## src/rtl/pbc_pkg.sv

```systemverilog
`default_nettype none
// ---------------------------------------------------------------------------
// pbc_pkg
// Shared types and constants of the page buffer cache policy block.
// ---------------------------------------------------------------------------
package pbc_pkg;

	localparam int NUM_SLOTS   = 32;
	localparam int MAX_RESULTS = 32;
	localparam int SLOT_W      = $clog2(NUM_SLOTS);
	localparam int CNT_W       = $clog2(NUM_SLOTS + 1);
	localparam logic [7:0] LOCK_MAX = 8'hFF;

	typedef enum logic [2:0] {
		OP_READ   = 3'd0,
		OP_NEW    = 3'd1,
		OP_REL    = 3'd2,
		OP_FAIL   = 3'd3,
		OP_ZAP    = 3'd4,
		OP_FLUSHE = 3'd5,
		OP_FLUSHA = 3'd6,
		OP_NONE   = 3'd7
	} op_t;

	typedef enum logic [2:0] {
		ST_HIT    = 3'd0,
		ST_MISS   = 3'd1,
		ST_NEW    = 3'd2,
		ST_LOCKED = 3'd3,
		ST_FLUSH  = 3'd4,
		ST_DONE   = 3'd5
	} status_t;

	typedef struct packed {
		logic [2:0]  operation;
		logic [31:0] fid_volume;
		logic [31:0] fid_vnode;
		logic [31:0] fid_unique;
		logic [15:0] page;
		logic [4:0]  slot;
		logic        modified;
	} in_item_t;

	typedef struct packed {
		logic [2:0]  status;
		logic [4:0]  slot_out;
		logic        writeback;
		logic [31:0] wb_volume;
		logic [31:0] wb_vnode;
		logic [31:0] wb_unique;
		logic [15:0] wb_page;
		logic        last;
	} out_item_t;

	// controller to datapath
	typedef struct packed {
		logic load;
		logic scan_clr;
		logic ptr_clr;
		logic scan_step;
		logic do_hit;
		logic do_alloc;
		logic do_simple;
		logic do_flush;
	} pbc_cmd_t;

	// datapath to controller
	typedef struct packed {
		logic scan_end;
		logic hit_found;
		logic flush_hit;
		logic flush_none;
		logic flush_last;
	} pbc_stat_t;

endpackage
`default_nettype wire

```

## src/rtl/pbc_ctrl.sv

```systemverilog
`default_nettype none
// ---------------------------------------------------------------------------
// pbc_ctrl
// Sequencer: accept, scan slots, emit results, hold on stall.
// ---------------------------------------------------------------------------
module pbc_ctrl
	import pbc_pkg::*;
(
	input  wire logic      clk,
	input  wire logic      arst_n,
	input  wire logic      in_valid,
	input  wire op_t       op,
	input  wire pbc_stat_t stat,
	input  wire logic      out_stall,
	output logic           in_stall,
	output logic           out_valid,
	output pbc_cmd_t       cmd,
	output logic           res_last
);

	typedef enum logic [2:0] {S_IDLE, S_SCAN, S_DECIDE, S_FLUSH, S_OUT, S_FOUT} state_t;
	state_t state_q;
	logic   fl_end_q;

	logic is_flush;
	assign is_flush = (op == OP_FLUSHE) || (op == OP_FLUSHA);

	assign in_stall  = (state_q != S_IDLE);
	assign out_valid = (state_q == S_OUT) || (state_q == S_FOUT);
	assign res_last  = (state_q == S_OUT) || fl_end_q;

	always_comb begin
		cmd = '0;
		unique case (state_q)
			S_IDLE: begin
				cmd.load     = in_valid;
				cmd.scan_clr = in_valid;
			end
			S_SCAN:   cmd.scan_step = 1'b1;
			S_DECIDE: begin
				priority if (op == OP_READ && stat.hit_found) cmd.do_hit = 1'b1;
				else if (op == OP_READ || op == OP_NEW) cmd.do_alloc = 1'b1;
				else if (is_flush) begin
					cmd.do_simple = stat.flush_none;
					cmd.ptr_clr   = !stat.flush_none;
				end
				else cmd.do_simple = 1'b1;
			end
			S_FLUSH:  cmd.do_flush = 1'b1;
			S_OUT, S_FOUT: ;
			default: ;
		endcase
	end

	always_ff @(posedge clk or negedge arst_n) begin
		if (!arst_n) begin
			state_q  <= S_IDLE;
			fl_end_q <= 1'b0;
		end else begin
			unique case (state_q)
				S_IDLE: if (in_valid) begin
					fl_end_q <= 1'b0;
					state_q  <= (op == OP_REL || op == OP_FAIL || op == OP_NONE) ?
						S_DECIDE : S_SCAN;
				end
				S_SCAN: if (stat.scan_end) state_q <= S_DECIDE;
				S_DECIDE: state_q <= (is_flush && !stat.flush_none) ? S_FLUSH : S_OUT;
				S_FLUSH: begin
					if (stat.flush_hit) begin
						fl_end_q <= stat.flush_last;
						state_q  <= S_FOUT;
					end else if (stat.scan_end) begin
						state_q <= S_IDLE;
					end
				end
				S_OUT: if (!out_stall) state_q <= S_IDLE;
				S_FOUT: if (!out_stall) state_q <= fl_end_q ? S_IDLE : S_FLUSH;
				default: state_q <= S_IDLE;
			endcase
		end
	end

endmodule
`default_nettype wire

```

## config.mk

```make
export PLATFORM = sky130hd
export DESIGN_NAME = pbc_ctrl
export DESIGN_NICKNAME = d
export VERILOG_FILES = /design/src/rtl/pbc_pkg.sv /design/src/rtl/pbc_ctrl.sv
export SDC_FILE = /design/constraint.sdc
export NUM_CORES = 1
export LEC_CHECK = 0
export ABC_AREA = 1
export BUFFER_PORTS_ARGS = -buffer_cell sky130_fd_sc_hd__buf_4
export CAP_MARGIN = 30
export CORE_UTILIZATION = 35
export DETAILED_ROUTE_END_ITERATION = 12
export GPL_TIMING_DRIVEN = 0
export HOLD_SLACK_MARGIN = 0.15
export PLACE_DENSITY = 0.63
export SETUP_SLACK_MARGIN = 0.3
export SYNTH_ARGS = -nofsm -noshare
export SYNTH_HDL_FRONTEND = slang
export SYNTH_SLANG_ARGS = --single-unit
```

## constraint.sdc

```tcl
create_clock -name clk -period 3 [get_ports clk]
set_input_delay 0.3 -clock clk [delete_from_list [all_inputs] [get_ports clk]]
set_output_delay 0.3 -clock clk [all_outputs]
set_load 0.05 [all_outputs]
```

Word level (Yosys, flattened, before mapping) --
Index checks and enable logic that the tools add are counted. Widths: inputs -> output; s select.
Storage, ports and cells: flip-flop bits (word level) 4, word-level logic and storage cells 60
Operators by class: reductions and logical operators 15, mux-type cells 26, eq/ne operators 17
Operators with widths (number):
- $mux 3 | 8
- $pmux 3 s6 | 1
- $eq 3x3->1 const B | 5
- $eq 3x2->1 const B | 4
- $mux 1 | 12
- $ne 2x2->1 const B | 5
- $mux 2 | 4
- $eq 3x1->1 const B | 2
- $logic_not 3->1 | 2
- $logic_or 1x1->1 | 6
- $reduce_and 5->1 | 1
- $ne 3x3->1 const B | 1
- $reduce_and 3->1 | 1
- $reduce_bool 3->1 | 1
- $logic_and 1x1->1 | 2
- $pmux 1 s2 | 1
- $reduce_bool 2->1 | 1
- $logic_not 1->1 | 1

Depth between registers and ports, before layout --
Gate-level depths: netlist of the first run.
word-level depth 6, depth in mapped cells 8

Worst setup path before layout of the first run --
No wires, ideal clock.
path kind register to output, from register state_q[0], to output cmd[7] (netlist name), setup slack 0.848 ns, arrival time 1.852 ns, cell stages (with the launch flop) 6, data required time 2.700 ns, cells stage by stage dfrtp_1 buf_4 nor2_4 nand2_4 nor2_1 buf_4
RTL lines:
- start: declaration | RTL line pbc_ctrl.sv:22 | state_t state_q;
- start signal: assignment | RTL line pbc_ctrl.sv:63 | state_q <= (op == OP_REL || op == OP_FAIL || op == OP_NONE) ?
- start signal: assignment | RTL line pbc_ctrl.sv:67 | S_DECIDE: state_q <= (is_flush && !stat.flush_none) ? S_FLUSH : S_OUT;
- start signal: assignment | RTL line pbc_ctrl.sv:77 | S_FOUT: if (!out_stall) state_q <= fl_end_q ? S_IDLE : S_FLUSH;
- end: declaration | RTL line pbc_ctrl.sv:17 | output pbc_cmd_t cmd,

==> results of run 1 <==
critical path, delay by kind of cell, from the launching register on:
family	cells	cell delay (ns)
simple gates	4	0.36
flops	1	0.47
buf+inv	2	0.36
cell usage in the layout, fill, tap and decap left out, types with 2 or more instances in the layout:
master    netlist  final
nor2_4          3      3
nand3_1         7      7
clkbuf_4        0      3
nand4_1         2      2
o21ai_0         3      3
nand2_2         3      3
inv_2           4      4
nand3_2         3      3
inv_1           7      7
nor3_1          2      2
nand2_1        13     13
buf_4           3     25
nor2_1         12     12
dfrtp_1         4      4
registers in the layout (all words and copies together), names as in the netlist:
name and flops:
fl_end_q 1, state_q 3
cell families after synthesis:
group / synth area share, %
AO/OA/AOI/OAI: 8.71
buffers and inverters: 14.8
AND/OR/NAND/NOR: 55.4
flip-flops: 21.1
final cells by class:
| cell class | count | area share (%) |
|---|---|---|
| well taps | 14 | 2.54 |
| plain buffers | 3 | 3.27 |
| multi-input cells | 55 | 44.1 |
| repair buffers | 23 | 25.4 |
| inverters | 12 | 6.90 |
| flip-flops and latches | 4 | 14.5 |
| clock buffers | 3 | 3.27 |
worst paths after layout:
kind,start,endpoint,cells after the start
worst min register to register,fl_end_q,fl_end_q,2
worst max register to register,state_q[2],state_q[0],7
min in group asynchronous,arst_n,state_q[0],2
worst max-delay path,state_q[2],cmd[1],6
max in group asynchronous,arst_n,fl_end_q,2
worst min-delay path,stat[0],fl_end_q,3
layer usage:
layer  vias to the layer above  track usage (%)  share of wire, %
li1                        286                -                 -
met1                       231             25.7                50
met2                        17             24.6                44
met3                         0             6.94               6.1
met4                         0             5.17                 0
met5                         -                0                 0
stage by stage:
step	cells	hold WS, ns	setup slack, ns	utilization [%]
finish	114	0.306	1.26	58.1
global route	114	0.322	1.16	58.1
CTS	114	0.302	1.25	58.1
detailed placement	110	0.0975	1.51	55.4
global placement	110	0.0959	1.53	55.4
floorplan	74	0.00441	0.848	-
report_power, final:
group | switching (mW) | total (mW) | leakage (nW) | internal (mW)
Sequential | 0.0163 | 0.0897 | 0.0526 | 0.0734
Clock | 0.0244 | 0.0693 | 0.0138 | 0.0449
Combinational | 0.349 | 0.512 | 0.324 | 0.163
Total | 0.390 | 0.671 | 0.390 | 0.281
what timing repair did:
item	4_1_cts	5_1_grt
hold buffers	1	0
buffers inserted	0	0
hold endpoints to repair	4	0
==> flow_summary.toml, run 1 <==
[synthesis]
yosysMostFrequentCell = "nand2_1"
ys_types = 21
synth_top_area_share_pct = 21.1
ys_warn_count = 0
synth-edff-count = 0
syn_inst = 74
postSynthAreaPerCell_um2 = 6.41
async_flop_share_pct = 100
synth_seq_cells = 4
synth_seq_area_share_pct = 21.1
synthTopCellsByArea = "dfrtp_1 21%, nand2_1 10%, nor2_1 9.5%, nand3_1 7.4%, nor2_4 7.1%"
synthFlopType = "dfrtp_1"
synthTopCellsByCount = "13 x nand2_1, 12 x nor2_1, 7 x inv_1, 7 x nand3_1"
synth.largest_area_cell = "dfrtp_1"
mappedNetlistArea_um2 = 474
synth_nets = 86

[cells_and_area]
drive_gt1_share_pct = 46.0
finalInstanceArea_um2 = 689
n_antenna_cell = 0
syn_to_final_growth_pct = 45.4
regArea_um2 = 100
n_fill_cell = 125
nNetsFinal = 114
multi_input_area_um2 = 304

[pwr]
leakage_nw = 0.390
p_total_uw = 671
power_density_nw_per_um2 = 973
ir_drop_v = 0.000680

[timing]
min_period_over_period_pct = 57.9
setup_violations = 0
finalClockSkew_ns = 0.00420
maxSlewViolCount = 0
timing.slew.headroom_pct = 80.1
period_minus_slack_ns = 1.74
max_freq_mhz = 576
hold_violations = 0
tns_ns = 0
tightest_slew_ns = 0.298
rsz0062_at_grt = "false"

[routing]
postRouteAntennaNets = 0
dr.pass1.iters = 6
routed_wl_mm = 1.11
drc = 0
vias_per_cell = 4.68
vias = 534
drt_iter0_drc = 10
wire_per_inst_um = 9.70

[critical_path]
crit_path_start_kind = "flip-flop"
critPathMaxFanout = 7
path_cells = "inv_4 > nand2_2 > nor2_4 > nand2_1 > nor2_1 > buf_4"
crit_type = "reg2out"
end_kind = "output pin"
critical_path_required_ns = 2.70
arrival_ns = 1.44
cpPeakStageDelay_ns = 0.47
crit_slowest_cell = "dfrtp_1"
ff2ff_setup_slack_ns = 1.82

[die]
ioPinCount = 23
coreArea_um2 = 1190
initial_core_util_pct = 40.0
die_h_um = 38.8
die_w_um = 38.8
die-area_um2 = 1510
rows = 12

[clock_network]
clock_sinks = 4
htreeDepth = 1
clock_latency_ns = 0.24
clk_pin_slew_ns = 0.04
cts_max_path_buffers = 2
cts_tree = "yes"
numCtsBuffers = 3
ctsResizeCount = 0
root_buffer = "clkbuf_4"

[placement]
place.gp.congestion = 0.865
place_hpwl_um = 895
placedInstanceArea_um2 = 657
port-buffer-count = 22

[global_route]
grt_overflow_total = 0
grt_max_degree = 10
antenna_found_initial = 0
grt_first_pass_wirelength_mm = 1.84
track_usage_pct = 18.0
grt_pass1_vias = 446

[run_status]
status = "finished, final reports clean"

[min_path]
min_path_type = "in2reg"

[run]
maxCapViolCount = 0
(Power assumes the default switching activity.)
==> inputs of run 2 (changes only) <==
clock period = 1.6 ns   (was 3 ns; I/O delays follow)
==> run 2 against run 1 <==
Against the previous run: die area unchanged; core utilization increased by 24 points; clock power increased by 110%; largest cell class is now buffers; highest routed layer is now met4.
==> flow_summary.toml, run 2 (synthesis gave the netlist of run 1 again) <==
[die]
die_h_um = 38.8
die_w_um = 38.8
ioPinCount = 23
coreArea_um2 = 1190
rows = 12
initial_core_util_pct = 40.0
die-area_um2 = 1510

[cells_and_area]
n_fill_cell = 87
final_common_cell = "buf_4"
drive_gt1_share_pct = 60.7
multi_input_area_um2 = 370
syn_to_final_growth_pct = 104
n_antenna_cell = 0
reg_top3 = "state_q x3, fl_end_q x1"
nNetsFinal = 130
largest_register_ffs = 3
regMostFlops = "state_q"
fin_cells = 131
regArea_um2 = 101
final_cell_mix = "25 x buf_4, 11 x buf_6, 11 x nand2_1"

[clock_network]
clock_sinks = 4
clk_pin_slew_ns = 0.04
cts_tree = "yes"
numCtsBuffers = 3
clock_latency_ns = 0.24
root_buffer = "clkbuf_4"
htreeDepth = 1
cts_max_path_buffers = 2

[placement]
place_inst = 110
place_hpwl_um = 937
place.gp.congestion = 0.789
port-buffer-count = 22

[timing]
rsz0062_at_grt = "true"
min_period_over_period_pct = 91.2
max_freq_mhz = 685
setup_violations = 0
tns_ns = 0
tightest_slew_ns = 0.333
hold_violations = 0
period_minus_slack_ns = 1.46
maxSlewViolCount = 0
finalClockSkew_ns = 0.00951
timing.slew.headroom_pct = 77.8

[critical_path]
arrival_ns = 1.30
crit_path_start_kind = "flip-flop"
critPathMaxFanout = 7
end_kind = "output pin"
crit_type = "reg2out"
critical_path_required_ns = 1.44

[run]
maxCapViolCount = 0

[global_route]
grt_pass1_vias = 508
antenna_found_initial = 0
track_usage_pct = 21.4
grt_first_pass_wirelength_mm = 2.19
grt_max_degree = 9
grt_overflow_total = 0

[routing]
dr.pass1.iters = 4
drc = 0
vias_per_cell = 4.68
drt_iter0_drc = 13
wire_per_inst_um = 11.1
postRouteAntennaNets = 0
vias = 613
routed_wl_mm = 1.45

[run_status]
status = "finished, final reports clean"

[pwr]
power_density_nw_per_um2 = 1860
leakage_nw = 0.496
ir_drop_v = 0.00116

[min_path]
min_path_type = "in2reg"
==> run 2: changes by cell type in the layout (fill, tap and decap cells not counted), sizes merged <==
cell / delta
buf: +16
clkbuf: +1
clkinvlp: +1
inv: -1
==> run 2: cell type report <==
type                            instances  area share [%]
Clock buffer                            4            2.71
Buffer                                  3            3.49
Inverter                               12            5.81
Sequential cell                         4            10.5
Timing Repair Buffer                   39            37.5
Multi-Input combinational cell         55            38.2
Tap cell                               14            1.81
==> run 2: where the power goes <==
| group | internal [mW] | switching [mW] |
|---|---|---|
| Sequential | 0.140 | 0.0250 |
| Clock | 0.0940 | 0.0486 |
| Combinational | 0.668 | 0.830 |
==> run 2: path summary, 6_finish.rpt <==
kind	startpoint	end	slack [ns]	depth (start not counted)
hold reg to reg	fl_end_q	fl_end_q	0.57	2
setup reg to reg	state_q[1]	state_q[1]	0.20	11
max in group asynchronous	arst_n	fl_end_q	1.21	2
min in group asynchronous	arst_n	state_q[0]	0.28	2
hold / removal	stat[0]	fl_end_q	0.17	3
setup / recovery	state_q[1]	cmd[7]	0.14	6
==> run 2: through the flow <==
| stage | hold slack, ns | util, % | setup WS [ns] | power, mW | instance area [um2] |
|---|---|---|---|---|---|
| finish | 0.168 | 81.6 | 0.141 | 1.80 | 968 |
| global route | 0.215 | 81.6 | 0.0663 | 1.93 | 968 |
| CTS | 0.162 | 76.1 | 0.124 | 1.69 | 902 |
| detailed placement | -0.0423 | 60.7 | 0.224 | 1.24 | 719 |
| global placement | -0.0440 | 60.7 | 0.225 | 1.24 | 719 |
| floorplan | -0.136 | - | 0.105 | 1.01 | 537 |
==> run 2: repair_timing <==
item                                    4_1_cts  5_1_grt
hold buffers                                  1        0
cloned                                        0        0
endpoints found under the setup margin       10       14
hold endpoints to repair                      4        0
setup buffers                                12        4
pin swaps                                     8        7
resized for setup                            14       11
==> run 2: metal layers <==
layer | global-route usage (%) | up-vias | share of wire [%]
met4 | 5.17 | 0 | 2.8
met2 | 33.3 | 25 | 46
li1 | - | 320 | -
met5 | 0 | - | 0
met3 | 5.20 | 4 | 5.0
met1 | 29.1 | 264 | 46
==> run 2: worst max-delay path, cell delays in order (launching register included) <==
cell and delay, ns:
dfrtp_1 0.36, buf_6 0.14, nor2_4 0.17, nand2_8 0.07
nor2_4 0.09, buf_6 0.10, buf_8 0.13
